### src/hw/rtl/utf8_line_column_tracker_assert.svh
// Assertion macros shared by the position tracker modules.
`ifndef UTF8_LINE_COLUMN_TRACKER_ASSERT_SVH
`define UTF8_LINE_COLUMN_TRACKER_ASSERT_SVH

// Plain implication or invariant, sampled on clk_i, off while in reset.
`define U8LC_ASSERT(name, prop, msg) \
  name: assert property (@(posedge clk_i) disable iff (!rst_ni) prop) else $error(msg);

// Condition in one cycle implies a condition in the next cycle.
`define U8LC_ASSERT_NEXT(name, pre, post, msg) \
  name: assert property (@(posedge clk_i) disable iff (!rst_ni) (pre) |=> (post)) \
    else $error(msg);

`endif

### src/hw/rtl/u8lc_pkg.sv
// Types and constants of the UTF-8 line and column tracker.
package u8lc_pkg;

  // Byte class decided by the front end.
  typedef enum logic [2:0] {
    KIND_EOT,
    KIND_NEWLINE,
    KIND_ASCII,
    KIND_LEAD2,
    KIND_LEAD3,
    KIND_LEAD4,
    KIND_CONT,
    KIND_INVALID
  } kind_e;

  // One queued item: class plus the payload bits of a lead or continuation byte.
  typedef struct packed {
    kind_e      kind;
    logic [5:0] bits;
  } entry_t;

  localparam int unsigned QUEUE_DEPTH = 2;
  localparam int unsigned QUEUE_PTR_W = 1;

  localparam logic [7:0] NEWLINE_BYTE = 8'h0A;
  localparam logic [7:0] ASCII_LIMIT  = 8'h80;
  localparam logic [7:0] MASK_C0      = 8'hC0;
  localparam logic [7:0] MASK_E0      = 8'hE0;
  localparam logic [7:0] MASK_F0      = 8'hF0;
  localparam logic [7:0] MASK_F8      = 8'hF8;
  localparam logic [7:0] CONT_VAL     = 8'h80;
  localparam logic [7:0] LEAD2_VAL    = 8'hC0;
  localparam logic [7:0] LEAD3_VAL    = 8'hE0;
  localparam logic [7:0] LEAD4_VAL    = 8'hF0;
  localparam logic [7:0] CONT_BITS    = 8'h3F;
  localparam logic [7:0] LEAD2_BITS   = 8'h1F;
  localparam logic [7:0] LEAD3_BITS   = 8'h0F;
  localparam logic [7:0] LEAD4_BITS   = 8'h07;

  localparam int unsigned     CP_W          = 21;
  localparam logic [CP_W-1:0] SUPPLEMENTARY = 21'h10000;

endpackage

### src/hw/rtl/u8lc_front.sv
// Front end: accepts input items and classifies each byte.
module u8lc_front (
  input  logic                 s_tvalid_i,
  output logic                 s_tready_o,
  input  logic [7:0]           s_tdata_i,
  input  logic                 s_tlast_i,
  input  logic                 full_i,
  output logic                 push_o,
  output u8lc_pkg::entry_t     entry_o
);

  logic [7:0] masked;

  assign s_tready_o = !full_i;
  assign push_o     = s_tvalid_i && !full_i;

  always_comb begin
    masked        = 8'h00;
    entry_o.kind  = u8lc_pkg::KIND_INVALID;
    if (s_tlast_i) begin
      entry_o.kind = u8lc_pkg::KIND_EOT;
    end else if (s_tdata_i == u8lc_pkg::NEWLINE_BYTE) begin
      entry_o.kind = u8lc_pkg::KIND_NEWLINE;
    end else if (s_tdata_i < u8lc_pkg::ASCII_LIMIT) begin
      entry_o.kind = u8lc_pkg::KIND_ASCII;
    end else if ((s_tdata_i & u8lc_pkg::MASK_C0) == u8lc_pkg::CONT_VAL) begin
      entry_o.kind = u8lc_pkg::KIND_CONT;
      masked       = s_tdata_i & u8lc_pkg::CONT_BITS;
    end else if ((s_tdata_i & u8lc_pkg::MASK_E0) == u8lc_pkg::LEAD2_VAL) begin
      entry_o.kind = u8lc_pkg::KIND_LEAD2;
      masked       = s_tdata_i & u8lc_pkg::LEAD2_BITS;
    end else if ((s_tdata_i & u8lc_pkg::MASK_F0) == u8lc_pkg::LEAD3_VAL) begin
      entry_o.kind = u8lc_pkg::KIND_LEAD3;
      masked       = s_tdata_i & u8lc_pkg::LEAD3_BITS;
    end else if ((s_tdata_i & u8lc_pkg::MASK_F8) == u8lc_pkg::LEAD4_VAL) begin
      entry_o.kind = u8lc_pkg::KIND_LEAD4;
      masked       = s_tdata_i & u8lc_pkg::LEAD4_BITS;
    end
    entry_o.bits = masked[5:0];
  end

endmodule

### src/hw/rtl/u8lc_queue.sv
// Short queue of classified items between front and back end.
`include "utf8_line_column_tracker_assert.svh"

module u8lc_queue (
  input  logic             clk_i,
  input  logic             rst_ni,
  input  logic             push_i,
  input  u8lc_pkg::entry_t entry_i,
  output logic             full_o,
  input  logic             pop_i,
  output logic             empty_o,
  output u8lc_pkg::entry_t entry_o
);

  localparam int unsigned CNT_W = u8lc_pkg::QUEUE_PTR_W + 1;

  u8lc_pkg::entry_t                   mem_q [u8lc_pkg::QUEUE_DEPTH];
  logic [u8lc_pkg::QUEUE_PTR_W-1:0]   wr_ptr_q, wr_ptr_d;
  logic [u8lc_pkg::QUEUE_PTR_W-1:0]   rd_ptr_q, rd_ptr_d;
  logic [CNT_W-1:0]                   count_q, count_d;

  assign full_o  = (count_q == CNT_W'(u8lc_pkg::QUEUE_DEPTH));
  assign empty_o = (count_q == '0);
  assign entry_o = mem_q[rd_ptr_q];

  always_comb begin
    wr_ptr_d = wr_ptr_q;
    rd_ptr_d = rd_ptr_q;
    count_d  = count_q;
    if (push_i) begin
      wr_ptr_d = (wr_ptr_q == u8lc_pkg::QUEUE_PTR_W'(u8lc_pkg::QUEUE_DEPTH - 1)) ?
                 '0 : wr_ptr_q + 1'b1;
    end
    if (pop_i) begin
      rd_ptr_d = (rd_ptr_q == u8lc_pkg::QUEUE_PTR_W'(u8lc_pkg::QUEUE_DEPTH - 1)) ?
                 '0 : rd_ptr_q + 1'b1;
    end
    if (push_i && !pop_i) begin
      count_d = count_q + 1'b1;
    end else if (pop_i && !push_i) begin
      count_d = count_q - 1'b1;
    end
  end

  always_ff @(posedge clk_i or negedge rst_ni) begin
    if (!rst_ni) begin
      wr_ptr_q <= '0;
      rd_ptr_q <= '0;
      count_q  <= '0;
    end else begin
      wr_ptr_q <= wr_ptr_d;
      rd_ptr_q <= rd_ptr_d;
      count_q  <= count_d;
    end
  end

  always_ff @(posedge clk_i) begin
    if (push_i) begin
      mem_q[wr_ptr_q] <= entry_i;
    end
  end

  `U8LC_ASSERT(a_count_bound, count_q <= CNT_W'(u8lc_pkg::QUEUE_DEPTH), "queue overfilled")
  `U8LC_ASSERT(a_pop_nonempty, pop_i |-> count_q != '0, "pop from empty queue")
  `U8LC_ASSERT(a_full_no_push, full_o |-> !push_i, "push into full queue")

endmodule

### src/hw/rtl/u8lc_back.sv
// Back end: position counters, UTF-8 sequence tracking and result register.
`include "utf8_line_column_tracker_assert.svh"

module u8lc_back #(
  parameter int unsigned OFFSET_BITS = 32,
  parameter int unsigned LINE_BITS   = 24,
  parameter int unsigned COLUMN_BITS = 20
) (
  input  logic                   clk_i,
  input  logic                   rst_ni,
  input  logic                   empty_i,
  input  u8lc_pkg::entry_t       entry_i,
  output logic                   pop_o,
  output logic                   m_tvalid_o,
  input  logic                   m_tready_i,
  output logic [OFFSET_BITS-1:0] offset_o,
  output logic [LINE_BITS-1:0]   line_o,
  output logic [COLUMN_BITS-1:0] col_cp_o,
  output logic [COLUMN_BITS-1:0] col_u16_o
);

  localparam int unsigned CP_W = u8lc_pkg::CP_W;
  localparam logic [COLUMN_BITS-1:0] COL_MAX = {COLUMN_BITS{1'b1}};

  logic [OFFSET_BITS-1:0] bytes_q, bytes_d;
  logic [LINE_BITS-1:0]   line_q, line_d;
  logic [COLUMN_BITS-1:0] done_cp_q, done_cp_d;
  logic [COLUMN_BITS-1:0] done_u16_q, done_u16_d;
  logic [1:0]             rem_q, rem_d;
  logic                   four_q, four_d;
  logic [CP_W-1:0]        partial_q, partial_d;

  logic                   out_valid_q;
  logic [OFFSET_BITS-1:0] out_offset_q;
  logic [LINE_BITS-1:0]   out_line_q;
  logic [COLUMN_BITS-1:0] out_cp_q, out_u16_q;

  logic                   pend;
  logic [COLUMN_BITS+1:0] rep_cp_sum, rep_u16_sum;
  logic [COLUMN_BITS-1:0] rep_cp, rep_u16;
  logic [1:0]             cp_inc, u16_inc;
  logic [COLUMN_BITS:0]   cp_sum, u16_sum;
  logic [CP_W-1:0]        shifted;
  logic [OFFSET_BITS-1:0] bytes_inc;
  logic [LINE_BITS-1:0]   line_inc;

  assign pop_o = !empty_i && (!out_valid_q || m_tready_i);

  // Reported columns: 1 + finished units + 1 for a pending sequence, saturating.
  assign pend        = (rem_q != 2'd0);
  assign rep_cp_sum  = (COLUMN_BITS+2)'(done_cp_q) + (COLUMN_BITS+2)'(1)
                       + (COLUMN_BITS+2)'(pend);
  assign rep_u16_sum = (COLUMN_BITS+2)'(done_u16_q) + (COLUMN_BITS+2)'(1)
                       + (COLUMN_BITS+2)'(pend);
  assign rep_cp  = (rep_cp_sum > (COLUMN_BITS+2)'(COL_MAX)) ? COL_MAX
                                                             : rep_cp_sum[COLUMN_BITS-1:0];
  assign rep_u16 = (rep_u16_sum > (COLUMN_BITS+2)'(COL_MAX)) ? COL_MAX
                                                              : rep_u16_sum[COLUMN_BITS-1:0];

  assign bytes_inc = (bytes_q == {OFFSET_BITS{1'b1}}) ? bytes_q : bytes_q + 1'b1;
  assign line_inc  = (line_q == {LINE_BITS{1'b1}}) ? line_q : line_q + 1'b1;
  assign shifted   = {partial_q[CP_W-7:0], entry_i.bits};

  always_comb begin
    bytes_d    = bytes_q;
    line_d     = line_q;
    done_cp_d  = done_cp_q;
    done_u16_d = done_u16_q;
    rem_d      = rem_q;
    four_d     = four_q;
    partial_d  = partial_q;
    cp_inc     = 2'd0;
    u16_inc    = 2'd0;
    cp_sum     = '0;
    u16_sum    = '0;
    if (pop_o) begin
      case (entry_i.kind)
        u8lc_pkg::KIND_EOT: begin
          bytes_d    = '0;
          line_d     = LINE_BITS'(1);
          done_cp_d  = '0;
          done_u16_d = '0;
          rem_d      = 2'd0;
          four_d     = 1'b0;
          partial_d  = '0;
        end
        u8lc_pkg::KIND_NEWLINE: begin
          bytes_d    = bytes_inc;
          line_d     = line_inc;
          done_cp_d  = '0;
          done_u16_d = '0;
          rem_d      = 2'd0;
          four_d     = 1'b0;
          partial_d  = '0;
        end
        default: begin
          bytes_d = bytes_inc;
          if (pend && entry_i.kind == u8lc_pkg::KIND_CONT) begin
            partial_d = shifted;
            rem_d     = rem_q - 2'd1;
            if (rem_q == 2'd1) begin
              cp_inc    = 2'd1;
              u16_inc   = (four_q && shifted >= u8lc_pkg::SUPPLEMENTARY) ? 2'd2 : 2'd1;
              four_d    = 1'b0;
              partial_d = '0;
            end
          end else begin
            // a pending sequence cut short counts as one character
            cp_inc    = {1'b0, pend};
            rem_d     = 2'd0;
            four_d    = 1'b0;
            partial_d = '0;
            if (entry_i.kind == u8lc_pkg::KIND_LEAD2) begin
              rem_d     = 2'd1;
              partial_d = CP_W'(entry_i.bits);
            end else if (entry_i.kind == u8lc_pkg::KIND_LEAD3) begin
              rem_d     = 2'd2;
              partial_d = CP_W'(entry_i.bits);
            end else if (entry_i.kind == u8lc_pkg::KIND_LEAD4) begin
              rem_d     = 2'd3;
              four_d    = 1'b1;
              partial_d = CP_W'(entry_i.bits);
            end else begin
              cp_inc = cp_inc + 2'd1;
            end
            u16_inc = cp_inc;
          end
          cp_sum     = (COLUMN_BITS+1)'(done_cp_q) + (COLUMN_BITS+1)'(cp_inc);
          u16_sum    = (COLUMN_BITS+1)'(done_u16_q) + (COLUMN_BITS+1)'(u16_inc);
          done_cp_d  = cp_sum[COLUMN_BITS] ? COL_MAX : cp_sum[COLUMN_BITS-1:0];
          done_u16_d = u16_sum[COLUMN_BITS] ? COL_MAX : u16_sum[COLUMN_BITS-1:0];
        end
      endcase
    end
  end

  always_ff @(posedge clk_i or negedge rst_ni) begin
    if (!rst_ni) begin
      bytes_q     <= '0;
      line_q      <= LINE_BITS'(1);
      done_cp_q   <= '0;
      done_u16_q  <= '0;
      rem_q       <= 2'd0;
      four_q      <= 1'b0;
      partial_q   <= '0;
      out_valid_q <= 1'b0;
    end else begin
      bytes_q    <= bytes_d;
      line_q     <= line_d;
      done_cp_q  <= done_cp_d;
      done_u16_q <= done_u16_d;
      rem_q      <= rem_d;
      four_q     <= four_d;
      partial_q  <= partial_d;
      if (pop_o) begin
        out_valid_q <= 1'b1;
      end else if (m_tready_i) begin
        out_valid_q <= 1'b0;
      end
    end
  end

  always_ff @(posedge clk_i) begin
    if (pop_o) begin
      out_offset_q <= bytes_q;
      out_line_q   <= line_q;
      out_cp_q     <= rep_cp;
      out_u16_q    <= rep_u16;
    end
  end

  assign m_tvalid_o = out_valid_q;
  assign offset_o   = out_offset_q;
  assign line_o     = out_line_q;
  assign col_cp_o   = out_cp_q;
  assign col_u16_o  = out_u16_q;

  `U8LC_ASSERT(a_idle_clean, rem_q == 2'd0 |-> partial_q == '0 && !four_q,
               "sequence state left over with no sequence pending")
  `U8LC_ASSERT_NEXT(a_eot_clears, pop_o && entry_i.kind == u8lc_pkg::KIND_EOT,
                    bytes_q == '0 && line_q == LINE_BITS'(1) && done_cp_q == '0,
                    "end of text did not clear the counters")
  `U8LC_ASSERT(a_line_nonzero, line_q != '0, "line counter reached zero")

endmodule

### src/hw/rtl/utf8_line_column_tracker.sv
// Top level of the UTF-8 line and column position tracker.
//
//   channel   dir  payload (low bit up)                      marks
//   s_axis    in   tdata: data_byte[7:0]                     tlast: end_of_text
//   m_axis    out  tdata: offset, line, col_codepoints,      -
//                         col_u16, zero pad to bytes
//
// One item per cycle sustained while m_axis does not stall; a result is valid at
// m_axis once its item has passed the queue write and then the counter update into
// the result register. The counter update in the back end is the loop that sets
// the rate: one item a cycle. Reset clears the queue and all counters at once, no
// clearing pass. A stall at m_axis holds the result register; the queue fills and
// then s_axis tready drops.
module utf8_line_column_tracker #(
  parameter int unsigned OFFSET_BITS = 32,
  parameter int unsigned LINE_BITS   = 24,
  parameter int unsigned COLUMN_BITS = 20
) (
  input  logic               clk_i,
  input  logic               rst_ni,
  input  logic               s_axis_tvalid,
  output logic               s_axis_tready,
  input  logic [7:0]         s_axis_tdata,  // data_byte
  input  logic               s_axis_tlast,  // end_of_text
  output logic               m_axis_tvalid,
  input  logic               m_axis_tready,
  // offset, line, col_codepoints, col_u16, zero pad
  output logic [((OFFSET_BITS+LINE_BITS+2*COLUMN_BITS+7)/8)*8-1:0] m_axis_tdata
);

  localparam int unsigned OUT_W  = OFFSET_BITS + LINE_BITS + 2 * COLUMN_BITS;
  localparam int unsigned DATA_W = ((OUT_W + 7) / 8) * 8;

  logic                   push, pop, full, empty;
  u8lc_pkg::entry_t       wr_entry, rd_entry;
  logic [OFFSET_BITS-1:0] offset;
  logic [LINE_BITS-1:0]   line;
  logic [COLUMN_BITS-1:0] col_cp, col_u16;

  u8lc_front u_front (
    .s_tvalid_i (s_axis_tvalid),
    .s_tready_o (s_axis_tready),
    .s_tdata_i  (s_axis_tdata),
    .s_tlast_i  (s_axis_tlast),
    .full_i     (full),
    .push_o     (push),
    .entry_o    (wr_entry)
  );

  u8lc_queue u_queue (
    .clk_i   (clk_i),
    .rst_ni  (rst_ni),
    .push_i  (push),
    .entry_i (wr_entry),
    .full_o  (full),
    .pop_i   (pop),
    .empty_o (empty),
    .entry_o (rd_entry)
  );

  u8lc_back #(
    .OFFSET_BITS (OFFSET_BITS),
    .LINE_BITS   (LINE_BITS),
    .COLUMN_BITS (COLUMN_BITS)
  ) u_back (
    .clk_i      (clk_i),
    .rst_ni     (rst_ni),
    .empty_i    (empty),
    .entry_i    (rd_entry),
    .pop_o      (pop),
    .m_tvalid_o (m_axis_tvalid),
    .m_tready_i (m_axis_tready),
    .offset_o   (offset),
    .line_o     (line),
    .col_cp_o   (col_cp),
    .col_u16_o  (col_u16)
  );

  assign m_axis_tdata = DATA_W'({col_u16, col_cp, line, offset});

endmodule

### config.mk
export PLATFORM = sky130hd
export DESIGN_NAME = utf8_line_column_tracker
export DESIGN_NICKNAME = d
export VERILOG_FILES = /design/src/hw/rtl/u8lc_pkg.sv /design/src/hw/rtl/u8lc_front.sv /design/src/hw/rtl/u8lc_queue.sv /design/src/hw/rtl/u8lc_back.sv /design/src/hw/rtl/utf8_line_column_tracker.sv
export VERILOG_INCLUDE_DIRS = /design/src /design/src/hw/rtl
export SDC_FILE = /design/constraint.sdc
export NUM_CORES = 1
export LEC_CHECK = 0
export ABC_AREA = 1
export BUFFER_PORTS_ARGS = -buffer_cell sky130_fd_sc_hd__buf_4
export CORE_AREA = 2 2 212 214
export CTS_CLUSTER_DIAMETER = 100
export DETAILED_ROUTE_END_ITERATION = 7
export DIE_AREA = 0 0 214 216
export PLACE_DENSITY_LB_ADDON = 0.3
export REMOVE_ABC_BUFFERS = 1
export SLEW_MARGIN = 5
export SYNTH_ARGS = -nofsm -noshare
export SYNTH_HDL_FRONTEND = slang
export SYNTH_SLANG_ARGS = --single-unit
### constraint.sdc
create_clock -name clk_i -period 9.7 [get_ports clk_i]
set_input_delay 1.94 -clock clk_i [delete_from_list [all_inputs] [get_ports clk_i]]
set_output_delay 1.94 -clock clk_i [all_outputs]
set_load 0.1 [all_outputs]
* Word level (Yosys, flattened, before mapping)
Memory sizes are Yosys's and may differ from the RTL's.
Cells that the tools add are included.
** Cells by class
- Add/sub/neg operators :: 14
- Multiply operators :: 0
- Div/mod/pow operators :: 0
- Magnitude comparators :: 4
- Eq/ne operators :: 17
- Shift operators :: 0
- Mux-type cells :: 59
- Bitwise gates (word level) :: 0
- Reduce and logical (&&, ||, !) cells :: 22
** Operator list (count)
- $mux W20 :: 4
- $mux W15 :: 5
- $mux W32 :: 2
- $pmux W24 S2 :: 1
- $add A22 B1 Y22 :: 2
- $gt A22 B20 Y1 const B :: 2
- $add A20 B1 Y21 const B :: 2
- $add A20 B2 Y21 :: 2
- $mux W2 :: 19
- $mux W6 :: 6
- $add A32 B1 Y32 const B :: 1
- $eq A32 B32 Y1 const B :: 1
- $add A24 B1 Y24 const B :: 1
- $eq A24 B24 Y1 const B :: 1
- $mux W24 :: 1
- $ge A21 B17 Y1 const B :: 1
- $mux W3 :: 7
- $mux W1 :: 13
- $eq A3 B3 Y1 const B :: 4
- $eq A8 B4 Y1 const B :: 1
- $lt A8 B8 Y1 const B :: 1
- $reduce_bool A2 Y1 :: 4
- $logic_and A1 B1 Y1 :: 6
- $eq A5 B5 Y1 const B :: 1
- 19 further kinds :: 28
** Word-level totals
- Flip-flop bits (word level) :: 215
- Latch bits :: 0
- RAM bits :: 18
- ROM bits :: 0
- Input port bits :: 13
- Output and inout bits :: 98
- Logic and storage cells :: 132
- Memories :: 1
** Memory list
- u_queue.mem_q :: words 2, width 9, read ports 1, clocked after Yosys merged registers in 0, write ports 1, RTL line u8lc_queue.sv:17 : u8lc_pkg::entry_t mem_q [u8lc_pkg::QUEUE_DEPTH];

* Logic depth before layout (Yosys ltp)
Gate-level depths: netlist of run 1.
- Word-level depth :: 11
- Depth in mapped cells :: 21
- Depth with buffers taken out :: 21

* Modules after synthesis
From an unflattened synthesis of run 1, not the netlist that was laid out.
** Second synthesis, totals
- Cell total of the unflattened synthesis :: 1428
- Area, all modules :: 12205.5 um^2
** By module, submodules not included
- u8lc_back :: instances 1, cells an instance 1338, area each 11144.4 um^2, sequential area each 5711.7 um^2
- u8lc_queue :: instances 1, cells an instance 53, area each 893.4 um^2, sequential area each 640.6 um^2
- u8lc_front :: instances 1, cells an instance 37, area each 167.7 um^2, sequential area each 0.0 um^2

* Worst setup path after synthesis of run 1
No wires, ideal clock.
- Path kind :: input -> register
- Start point :: input port m_axis_tready
- End point :: register u_back.out_cp_q[0] (netlist: u_back.col_cp_o[0]) (enable)
- Library setup time :: 497 ps
- Arrival :: 5301 ps
- Required time :: 9203 ps
- Path slack :: 3902 ps
- Stages on the path :: 4
- Cell sequence :: nor2_1 a21oi_2 clkbuf_1 clkbuf_1
** Between the ends
- Word-level cells in the longest chain between the ends :: 2
** RTL lines
- from (decl) :: RTL line utf8_line_column_tracker.sv:26 : input logic m_axis_tready,
- $logic_or A1 B1 Y1 :: RTL line u8lc_back.sv:47 : assign pop_o = !empty_i && (!out_valid_q || m_tready_i);
- $logic_and A1 B1 Y1 :: RTL line u8lc_back.sv:47
- named net pop :: RTL line utf8_line_column_tracker.sv:34 : logic push, pop, full, empty;
- to (signal assigned) :: RTL line u8lc_back.sv:167 : out_cp_q <= rep_cp;
- to (decl) :: RTL line u8lc_back.sv:36 : logic [COLUMN_BITS-1:0] out_cp_q, out_u16_q;
The timed path passes the listed nets, and every way through them passes these cells.
A chain may end at the register's enable or synchronous reset.

* Worst setup path after layout of run 1
- Start point :: register u_queue.rd_ptr_q
- End point :: register u_back.done_u16_q[17]
** Between the ends
- Word-level cells in the longest chain between the ends :: 11
- Elaborated cells on any way between the ends :: 22
- Those cells by class :: add/sub: 1; order compare: 1; eq/ne: 5; mux: 10; reduce/logical: 4; memory: 1
** RTL lines
- from (decl) :: RTL line u8lc_queue.sv:19 : logic [u8lc_pkg::QUEUE_PTR_W-1:0] rd_ptr_q, rd_ptr_d;
- from (signal assigned) :: RTL line u8lc_queue.sv:52 : rd_ptr_q <= rd_ptr_d;
- $mem_v2 Z2 W9 (*)
- $ge A21 B17 Y1 or $eq A3 B3 Y1 (tied branches) :: RTL line u8lc_back.sv:103, u8lc_back.sv:119
- $logic_and A1 B1 Y1 or $mux W2 (tied branches) :: RTL line u8lc_back.sv:103, u8lc_back.sv:119
- $mux W2, on equally long branches :: RTL line u8lc_back.sv:103, u8lc_back.sv:116
- $mux W2, on equally long branches :: RTL line u8lc_back.sv:101, u8lc_back.sv:113
- $mux W2 :: RTL line u8lc_back.sv:98 : if (pend && entry_i.kind == u8lc_pkg::KIND_CONT) begin
- $mux W2 :: RTL line u8lc_back.sv:77 : case (entry_i.kind)
- $mux W2 :: RTL line u8lc_back.sv:76 : if (pop_o) begin
- $add A20 B2 Y21 :: RTL line u8lc_back.sv:129 : u16_sum = (COLUMN_BITS+1)'(done_u16_q) + (COLUMN_BITS+1)'(u16_inc);
- $mux W20 :: RTL line u8lc_back.sv:131 : done_u16_d = u16_sum[COLUMN_BITS] ? COL_MAX : u16_sum[COLUMN_BITS-1:0];
- $mux W20 (*) :: RTL line u8lc_back.sv:77
- to (signal assigned) :: RTL line u8lc_back.sv:151 : done_u16_q <= done_u16_d;
- to (decl) :: RTL line u8lc_back.sv:28 : logic [COLUMN_BITS-1:0] done_u16_q, done_u16_d;
Every way passes the cells marked *; elsewhere a longest branch is shown, timed or not. The select of a mux whose other input is x is not followed.

==> impl_metrics.py, run 1 <==
metrics = {
    "route": {
        "ant_nets": 0,
        "wire_per_inst_um": 14.7,
        "num_vias": 10600,
        "drc_errors": 0,
        "dr.first_iter.drc_count": 755,
        "viasPerCell": 4.70,
        "drtPass1Iterations": 5,
        "finalWirelength_um": 33200,
    },
    "logic_synthesis": {
        "synthDistinctLibCells": 52,
        "syn_inst": 1542,
        "avgSynthCellArea_um2": 8.44,
        "synth-edff-count": 112,
        "yosys.area.top_type": "edfxtp_1",
        "synth_most_common_cell": "nand2_1",
        "yosysSeqAreaShare": 0.483,
        "ys.flop_type": "dfrtp_1",
        "synth_warnings": 0,
        "synth_top_area_share": 0.258,
        "ys_ff_latch": 229,
        "syn_area_um2": 13000,
        "netlist_top_cells_area": "edfxtp_1 (26%), dfrtp_1 (22%), nand2_1 (11%)",
        "async_flop_share": 0.511,
        "yosys-top-cells-count": "nand2_1 (377), inv_1 (158), nor2_1 (143)",
    },
    "cts": {
        "numCtsBuffers": 27,
        "cts.repair.resized": 0,
        "cts_hold_buf": 0,
        "root_buffer": "clkbuf_16",
        "path_clk_slew_ns": 0.06,
        "post_cts_buffers": 0,
        "cts_tree": "yes",
        "cts.sinks": 229,
        "insertion_delay_ns": 0.56,
        "cts_buffer_depth": 3,
        "cts_max_level": 1,
    },
    "critical_path": {
        "crit_end": "u_back.done_u16_q[17]",
        "rr_worst_depth": 21,
        "rr_startpoint": "u_queue.rd_ptr_q",
        "crit_required_ns": 10.16,
        "startpoint_type": "flip-flop",
        "worstPathArrival_ns": 4.71,
        "end_kind": "flip-flop",
        "cpPeakStageDelay_ns": 0.63,
        "r2r-end": "u_back.done_u16_q[17]",
        "critical_path_class": "flip-flop to flip-flop",
        "critPathLaunch": "u_queue.rd_ptr_q",
        "cp_slowest_cell": "dfrtp_1",
        "path_max_fanout": 13,
        "regToRegSetupSlack_ns": 5.46,
        "path_cells": "inv_1 -> nand2_1 -> nand2_2 -> inv_2 -> nand3_1 -> ha_1 -> a32o_1 -> inv_1 -> nor3_1 -> ha_1 -> fa_1 -> nand3_1 -> nor2_2 -> nand3_1 -> nor2_1 -> nand2_1 -> inv_1 -> a21oi_1 -> o21ai_0 -> nand2_1 -> o21ai_0",
    },
    "timing": {
        "period_needed_ns": 4.24,
        "worst_pin_slew_ns": 1.03,
        "tns_ns": 0,
        "rsz0062_at_grt": "false",
        "slew_headroom": 0.316,
        "hold_viol_final": 0,
        "skew_ns": 0.0160,
        "finalSetupViolations": 0,
        "slew_viol_final": 0,
        "fmax_mhz": 236,
        "fin_crit_sh": 0.437,
    },
    "floorplanning": {
        "dieArea_um2": 46200,
        "core_area_um2": 43800,
        "initial_utilization": 0.297,
        "num_io_pins": 111,
        "die_h_um": 216,
        "die-width_um": 214,
        "fp-row-count": 77,
    },
    "global_routing": {
        "first_global_vias": 10600,
        "grt_max_degree": 80,
        "grt_pass1_wl_um": 55200,
        "gr-total-overflow": 0,
        "track_usage": 0.144,
        "antenna_found_initial": 0,
    },
    "power_and_ir_drop": {
        "netSwitchingFraction": 0.512,
        "irDropWorstVdd_mv": 0.430,
        "pwr-share-seq": 0.310,
        "power_switching_w": 0.00247,
        "leakage_nw": 6.29,
        "combinationalPowerShare": 0.482,
        "internal-power_w": 0.00235,
        "power_density_nw_per_um2": 315,
        "clockPowerShare": 0.208,
    },
    "worst_hold_path": {
        "min_path_type": "flip-flop to flip-flop",
    },
    "place": {
        "gp_congestion": 0.851,
        "port_buffers": 110,
        "dp_hpwl_um": 23600,
        "dp.cells": 2214,
    },
    "layout": {
        "final_nets": 1682,
        "drive_above_1_share": 0.166,
        "num_antenna_cells": 0,
        "area_delta_synth_final_pct": 17.5,
        "instances_no_fill": 2263,
    },
    "flow_run": {
        "maxCapViolations": 0,
    },
    "run_status": {
        "status": "completed",
    },
}
-- worst max-delay path, delay by kind of cell, from the launching register on --
kind | cells | cell delay [ns]
DFF | 1 | 0.63
AOI/OAI and AO/OA | 4 | 0.40
buffers and inverters | 4 | 0.69
adders and majority gates | 3 | 0.85
and+or+nand+nor | 10 | 1.56
-- flip-flops by register name, summed over array words and instances, names as in the netlist, 13 cells and up --
register / count
u_back.partial_q: 13
u_back.done_cp_q: 20
u_back.line_o: 24
u_back.done_u16_q: 20
u_back.line_q: 24
u_queue.mem_q: 16
u_back.offset_o: 32
u_back.col_cp_o: 20
u_back.bytes_q: 32
u_back.col_u16_o: 20
-- power by group through the flow --
stage	clock, W	sequential, W	combinational (W)
2_1_floorplan	0	0.00271	0.000575
3_3_place_gp	0	0.00152	0.00233
3_5_place_dp	0	0.00151	0.00234
4_1_cts	0.00103	0.00150	0.00235
5_1_grt	0.00107	0.00152	0.00246
6_report	0.00100	0.00149	0.00232
-- worst min-delay path by stage --
stage / slack (ns) / start / end / cells after the start
after global routing: 0.50 / u_back.bytes_q[20] / u_back.offset_o[20] / 0
final: 0.48 / u_back.partial_q[10] / u_back.partial_q[10] / 2
after global placement: 0.46 / u_queue.count_q[0] / u_queue.count_q[0] / 1
after floorplan: 0.45 / u_queue.count_q[0] / u_queue.count_q[0] / 1
after CTS: 0.48 / u_back.bytes_q[20] / u_back.offset_o[20] / 0
after detailed placement: 0.47 / u_back.bytes_q[20] / u_back.offset_o[20] / 0
-- through the flow --
step                hold WS, ns  cell area (um2)  setup slack (ns)   util  total power [W]
finish                    0.478            15300              5.46  0.349          0.00482
global route              0.500            15300              5.04  0.349          0.00505
CTS                       0.480            15300              5.46  0.349          0.00488
detailed placement        0.469            14400              5.00  0.329          0.00385
global placement          0.460            14400              5.05  0.329          0.00384
floorplan                 0.446            12800              1.33      -          0.00328
-- cell families after synthesis --
group | synth area share
AND/OR/NAND/NOR | 0.294
XOR/XNOR | 0.0403
multiplexers | 0.00385
flip-flops | 0.483
AO/OA/AOI/OAI | 0.0960
buffers and inverters | 0.0639
adder cells (fa/ha/maj) | 0.0185
-- cell usage in the layout, fill, tap and decap left out, drive strengths merged, types with 3 or more instances in the layout --
| cell type | n |
|---|---|
| clkinv | 5 |
| edfxtp | 112 |
| or2 | 6 |
| o211ai | 3 |
| xor2 | 41 |
| nand3 | 110 |
| a21oi | 36 |
| nand3b | 5 |
| ha | 16 |
| buf | 114 |
| nor4 | 8 |
| o21ai | 125 |
| nor2 | 179 |
| xnor2 | 18 |
| a31oi | 5 |
| dfrtp | 116 |
| clkbuf | 43 |
| inv | 169 |
| o32ai | 5 |
| nand2 | 418 |
| o22ai | 21 |
| mux2i | 5 |
| o31ai | 15 |
| nor3 | 45 |
| nand4 | 38 |
-- routing by layer --
| layer | GRT usage | wire length, um | vias up |
|---|---|---|---|
| met2 | 0.241 | 15200 | 252 |
| met3 | 0.0228 | 1530 | 52 |
| li1 | - | - | 5388 |
| met5 | 0 | 0 | - |
| met4 | 0.0378 | 805 | 0 |
| met1 | 0.194 | 15600 | 4946 |
-- layout make-up --
cell class                      count  area (um2)
Clock inverter                      6        70.1
Timing Repair Buffer              114         856
Tap cell                          592         741
Fill cell                        4588       28500
Clock buffer                       43         806
Sequential cell                   229        6290
Inverter                          169         634
Multi-Input combinational cell   1110        5900
Power figures use the tool's default switching activity.
==> run 2, diff against run 1 <==
==> constraint.sdc (replaced) <==
create_clock -name clk_i -period 3.4 [get_ports clk_i]
set_input_delay 0.68 -clock clk_i [delete_from_list [all_inputs] [get_ports clk_i]]
set_output_delay 0.68 -clock clk_i [all_outputs]
set_load 0.1 [all_outputs]
==> impl_metrics.py, run 2 (same netlist as run 1, synthesis figures left out) <==
metrics = {
    "power_and_ir_drop": {
        "netSwitchingFraction": 0.511,
        "power_switching_w": 0.00703,
        "irDropWorstVdd_mv": 1.05,
        "pwr-share-seq": 0.305,
        "power_density_nw_per_um2": 887,
        "clockPowerShare": 0.200,
        "internal-power_w": 0.00673,
        "combinationalPowerShare": 0.495,
        "leakage_nw": 6.38,
    },
    "route": {
        "ant_nets": 0,
        "num_vias": 10700,
        "wire_per_inst_um": 14.4,
        "drtPass1Iterations": 5,
        "dr.first_iter.drc_count": 577,
        "drc_errors": 0,
        "finalWirelength_um": 33000,
        "viasPerCell": 4.67,
    },
    "critical_path": {
        "crit_required_ns": 3.79,
        "rr_startpoint": "u_queue.rd_ptr_q",
        "critical_path_class": "flip-flop to flip-flop",
        "cpPeakStageDelay_ns": 0.41,
        "cp_common_cell": "nand3_2",
        "path_cells": "inv_1 -> nand2_1 -> nand2_2 -> inv_2 -> nand3_2 -> ha_1 -> a32o_1 -> inv_1 -> nor3_2 -> ha_2 -> fa_2 -> nand3_2 -> nor2_4 -> nand3_2 -> nor2_2 -> nand2_2 -> clkinvlp_4 -> buf_12 -> a31oi_1 -> o22ai_1",
        "cp_slowest_cell": "dfrtp_2",
        "end_kind": "flip-flop",
        "startpoint_type": "flip-flop",
        "worstPathArrival_ns": 3.55,
        "r2r-end": "u_back.done_u16_q[5]",
        "path_max_fanout": 10,
        "regToRegSetupSlack_ns": 0.24,
        "rr_worst_depth": 20,
    },
    "floorplanning": {
        "core_area_um2": 43800,
        "fp-row-count": 77,
        "initial_utilization": 0.297,
        "die-width_um": 214,
        "num_io_pins": 111,
        "die_h_um": 216,
        "dieArea_um2": 46200,
    },
    "layout": {
        "mostFrequentLayoutCells": "nand2_1 (376), inv_1 (157), nor2_1 (141), buf_4 (136), dfrtp_1 (115)",
        "num_antenna_cells": 0,
        "area_delta_synth_final_pct": 19.2,
        "utilization": 0.354,
        "final_nets": 1706,
        "drive_above_1_share": 0.182,
        "layout_commonest_cell": "nand2_1",
    },
    "timing": {
        "setup_slack_ns": 0.240,
        "slew_headroom": 0.429,
        "rsz0062_at_grt": "false",
        "hold_viol_final": 0,
        "slew_viol_final": 0,
        "fmax_mhz": 316,
        "worst_pin_slew_ns": 0.856,
        "skew_ns": 0.0106,
        "finalSetupViolations": 0,
        "fin_crit_sh": 0.929,
        "period_needed_ns": 3.16,
    },
    "global_routing": {
        "gr-total-overflow": 0,
        "use_met3": 0.0220,
        "track_usage": 0.143,
        "first_global_vias": 10300,
        "antenna_found_initial": 0,
        "met1_usage": 0.193,
        "grt_busiest_layer": "met2",
        "grt_util_met2": 0.239,
        "grt_max_degree": 118,
        "grt_pass1_wl_um": 54800,
    },
    "place": {
        "dp_hpwl_um": 23800,
        "port_buffers": 110,
        "dp_slack_ns": -0.106,
        "gp_congestion": 0.863,
    },
    "cts": {
        "cts_max_level": 1,
        "path_clk_slew_ns": 0.06,
        "cts.sinks": 229,
        "cts_tree": "yes",
        "insertion_delay_ns": 0.56,
        "numCtsBuffers": 27,
        "root_buffer": "clkbuf_16",
        "cts_buffer_depth": 3,
    },
    "run_status": {
        "status": "completed",
    },
    "flow_run": {
        "maxCapViolations": 0,
    },
    "worst_hold_path": {
        "min_path_type": "input pin to async pin",
    },
}
run 2: worst max path at each step:
| stage | start | to | slack [ns] | cells past startpoint |
|---|---|---|---|---|
| finish | u_queue.rd_ptr_q | u_back.done_u16_q[5] | 0.24 | 20 |
| floorplan | u_back.m_tvalid_o | u_back.bytes_q[0] | -3.94 | 7 |
| CTS | u_queue.rd_ptr_q | u_back.done_u16_q[18] | 0.05 | 20 |
| global route | u_queue.rd_ptr_q | u_back.done_u16_q[12] | 0.01 | 20 |
| detailed placement | u_queue.rd_ptr_q | u_back.done_u16_q[17] | -0.11 | 21 |
| global placement | u_queue.rd_ptr_q | u_back.done_u16_q[17] | 0.1 | 21 |
run 2: per-layer routing:
layer  vias to the layer above  wire length, um  share of wire
met5                         -                0              0
met4                         0              813          0.025
met3                        45             1300          0.039
met2                       223            15500           0.47
met1                      4991            15400           0.47
li1                       5435                -              -
run 2: area by class of cell:
| cell class | count | area (um2) |
|---|---|---|
| Sequential cell | 229 | 6290 |
| Timing Repair Buffer | 138 | 1060 |
| Tap cell | 592 | 741 |
| Clock buffer | 44 | 801 |
| Inverter | 169 | 638 |
| Clock inverter | 6 | 46.3 |
| Fill cell | 4543 | 28300 |
| Multi-Input combinational cell | 1110 | 5940 |
run 2: critical path: cells and delay by family, from the launching register on:
kind | cells | cell delay (ns)
buffers and inverters | 5 | 0.51
adder cells (fa/ha/maj) | 3 | 0.86
AND/OR/NAND/NOR | 9 | 0.70
flip-flops | 1 | 0.41
AO/OA/AOI/OAI | 3 | 0.51
run 2: power groups by stage:
stage               Clock (W)  Combinational (W)  Sequential (W)
floorplan                   0            0.00164         0.00772
global placement            0            0.00680         0.00425
detailed placement          0            0.00685         0.00425
CTS                   0.00286            0.00687         0.00422
global route          0.00295            0.00720         0.00430
finish                0.00276            0.00681         0.00420
run 2: per-stage QoR:
| step | setup TNS, ns | power, W | hold slack, ns | cells | instance area (um2) |
|---|---|---|---|---|---|
| finish | 0 | 0.0138 | 0.201 | 2288 | 15500 |
| CTS | 0 | 0.0140 | 0.231 | 2286 | 15500 |
| global placement | 0 | 0.0110 | 0.460 | 2233 | 14600 |
| detailed placement | -0.523 | 0.0111 | 0.464 | 2233 | 14600 |
| floorplan | -511.43 | 0.00936 | 0.384 | 1508 | 12800 |
| global route | 0 | 0.0145 | 0.261 | 2288 | 15500 |
run 2: what timing repair did:
| item | 4_1_cts | 5_1_grt |
|---|---|---|
| setup buffers | 3 | 2 |
| endpoints found under the setup margin | 13 | 25 |
| resized for setup | 3 | 14 |
| hold buffers | 0 | 0 |
| pin swaps | 0 | 1 |
| gates cloned | 0 | 0 |
==> run 3, diff against run 2 <==
--- a/config.mk
+++ b/config.mk
@@ -6,12 +6,12 @@
 export SDC_FILE = /design/constraint.sdc
 export NUM_CORES = 1
 export LEC_CHECK = 0
-export ABC_AREA = 1
+export ABC_AREA = 0
 export BUFFER_PORTS_ARGS = -buffer_cell sky130_fd_sc_hd__buf_4
-export CORE_AREA = 2 2 212 214
+export CORE_AREA = 2 2 203 205
 export CTS_CLUSTER_DIAMETER = 100
 export DETAILED_ROUTE_END_ITERATION = 7
-export DIE_AREA = 0 0 214 216
+export DIE_AREA = 0 0 205 207
 export PLACE_DENSITY_LB_ADDON = 0.3
 export REMOVE_ABC_BUFFERS = 1
 export SLEW_MARGIN = 5
==> impl_metrics.py, run 3 <==
metrics = {
    "logic_synthesis": {
        "netlist_top_cells_area": "edfxtp_1 (28%), dfrtp_1 (24%), nand2_1 (3.6%)",
        "yosysSeqAreaShare": 0.525,
        "yosys.area.top_type": "edfxtp_1",
        "ys.flop_type": "dfrtp_1",
        "async_flop_share": 0.511,
        "synth_warnings": 0,
        "avgSynthCellArea_um2": 10.3,
        "ys_ff_latch": 229,
        "syn_inst": 1162,
        "syn_area_um2": 12000,
        "synth-edff-count": 112,
        "yosys-top-cells-count": "dfrtp_1 (116), nand2_1 (116), edfxtp_1 (112)",
        "synthDistinctLibCells": 84,
        "synth_top_area_share": 0.281,
    },
    "route": {
        "wire_per_inst_um": 15.9,
        "viasPerCell": 4.98,
        "drtPass1Iterations": 5,
        "finalWirelength_um": 29300,
        "dr.first_iter.drc_count": 553,
        "num_vias": 9160,
        "ant_nets": 0,
        "drc_errors": 0,
    },
    "global_routing": {
        "gr-total-overflow": 0,
        "track_usage": 0.135,
        "antenna_found_initial": 0,
        "grt_max_degree": 129,
        "grt_pass1_wl_um": 47200,
        "first_global_vias": 8991,
    },
    "layout": {
        "num_antenna_cells": 0,
        "area_delta_synth_final_pct": 23.0,
        "drive_above_1_share": 0.215,
        "layout_commonest_cell": "buf_4",
        "final_nets": 1319,
        "mostFrequentLayoutCells": "buf_4 (164), dfrtp_1 (115), nand2_1 (113), edfxtp_1 (112), nor2_1 (87)",
        "instances_no_fill": 1841,
        "utilization": 0.365,
    },
    "flow_run": {
        "maxCapViolations": 0,
    },
    "critical_path": {
        "regToRegSetupSlack_ns": 0.16,
        "path_cells": "mux2_2 -> nand3_2 -> ha_4 -> o22ai_2 -> a2111oi_2 -> buf_4 -> ha_4 -> fa_2 -> nand2_2 -> or3_4 -> nor2_4 -> buf_6 -> nor2_2 -> a21oi_1 -> o22a_1",
        "r2r-end": "u_back.done_cp_q[6]",
        "rr_worst_depth": 15,
        "cp_slowest_cell": "dfrtp_2",
        "worstPathArrival_ns": 3.74,
        "crit_required_ns": 3.89,
        "cpPeakStageDelay_ns": 0.45,
        "rr_startpoint": "u_queue.rd_ptr_q",
        "path_max_fanout": 5,
        "critical_path_class": "flip-flop to flip-flop",
        "end_kind": "flip-flop",
        "startpoint_type": "flip-flop",
        "cp_common_cell": "ha_4",
    },
    "timing": {
        "tns_ns": 0,
        "fin_crit_sh": 0.954,
        "skew_ns": 0.00986,
        "hold_viol_final": 0,
        "rsz0062_at_grt": "true",
        "setup_slack_ns": 0.156,
        "slew_viol_final": 0,
        "finalSetupViolations": 0,
        "period_needed_ns": 3.24,
        "slew_headroom": 0.247,
        "fmax_mhz": 308,
        "worst_pin_slew_ns": 1.13,
    },
    "cts": {
        "cts_tree": "yes",
        "cts.sinks": 229,
        "root_buffer": "clkbuf_16",
        "cts_buffer_depth": 3,
        "cts_max_level": 1,
        "insertion_delay_ns": 0.56,
        "path_clk_slew_ns": 0.06,
        "numCtsBuffers": 27,
    },
    "power_and_ir_drop": {
        "irDropWorstVdd_mv": 0.578,
        "leakage_nw": 6.09,
        "power_density_nw_per_um2": 905,
    },
    "floorplanning": {
        "die-width_um": 205,
        "core_area_um2": 40400,
        "dieArea_um2": 42400,
        "num_io_pins": 111,
        "die_h_um": 207,
        "initial_utilization": 0.297,
        "fp-row-count": 74,
    },
    "place": {
        "dp_slack_ns": -0.121,
        "port_buffers": 110,
        "dp.cells": 1787,
        "gp_congestion": 0.840,
        "dp_hpwl_um": 19900,
    },
    "run_status": {
        "status": "completed",
    },
    "worst_hold_path": {
        "min_path_type": "input pin to async pin",
    },
}
## run 3: worst max path at each step
stage / start / to / cells past startpoint
detailed placement: u_queue.rd_ptr_q / u_back.done_u16_q[11] / 15
global route: u_queue.rd_ptr_q / u_back.done_u16_q[12] / 14
global placement: u_queue.rd_ptr_q / u_back.done_u16_q[9] / 15
CTS: u_queue.rd_ptr_q / u_back.done_cp_q[6] / 15
floorplan: u_back.m_tvalid_o / u_back.bytes_q[14] / 6
finish: u_queue.rd_ptr_q / u_back.done_cp_q[6] / 15
## run 3: layout make-up
cell class,instances,area (um2)
Timing Repair Buffer,171,1330
Sequential cell,229,6290
Multi-Input combinational cell,842,5460
Fill cell,4091,25600
Inverter,17,66.3
Clock buffer,40,754
Tap cell,532,666
Clock inverter,10,170
## run 3: repair_timing
action	CTS	global route
setup endpoints to repair	34	39
pin swaps	1	28
hold buffers	0	0
resized for setup	7	50
buffers inserted	1	2
gates cloned	0	1
## run 3: cell families (layout without fill, tap and decap cells)
logic type	Yosys count	count (layout)	share of synthesized area
AND/OR/NAND/NOR	462	462	0.202
AO/OA/AOI/OAI	257	257	0.136
flip-flops	229	229	0.525
XOR/XNOR	92	92	0.0688
buffers and inverters	91	238	0.0363
adder cells (fa/ha/maj)	18	18	0.0200
multiplexers	13	13	0.0113
## run 3: where the power goes
group | total [W] | internal (W) | switching (W) | leakage (nW)
combinational | 0.00627 | 0.00149 | 0.00478 | 2.93
clock | 0.00302 | 0.00185 | 0.00118 | 0.453
sequential | 0.00405 | 0.00370 | 0.000349 | 2.71
## run 3: critical path, delay by kind of cell, from the launching register on
family | cells | cell delay (ns)
adders and majority gates | 3 | 0.65
buffers and inverters | 2 | 0.34
DFF | 1 | 0.45
AOI/OAI and AO/OA | 4 | 0.71
and+or+nand+nor | 5 | 0.77
muxes | 1 | 0.27
## run 3: routing by layer
metal  GRT usage  wire length (um)  vias to the layer above
met5           0                 0                        -
met4      0.0389               503                        0
met3      0.0194              1130                       29
met2       0.224             14100                      180
met1       0.182             13500                     4446
li1            -                 -                     4505
## run 3: stage by stage
| step | instance area (um2) | total power [W] | hold WS [ns] |
|---|---|---|---|
| global placement | 13600 | 0.0101 | 0.465 |
| finish | 14700 | 0.0133 | 0.249 |
| global route | 14700 | 0.0140 | 0.305 |
| CTS | 14500 | 0.0133 | 0.267 |
| detailed placement | 13600 | 0.0102 | 0.471 |
| floorplan | 11600 | 0.00860 | 0.384 |
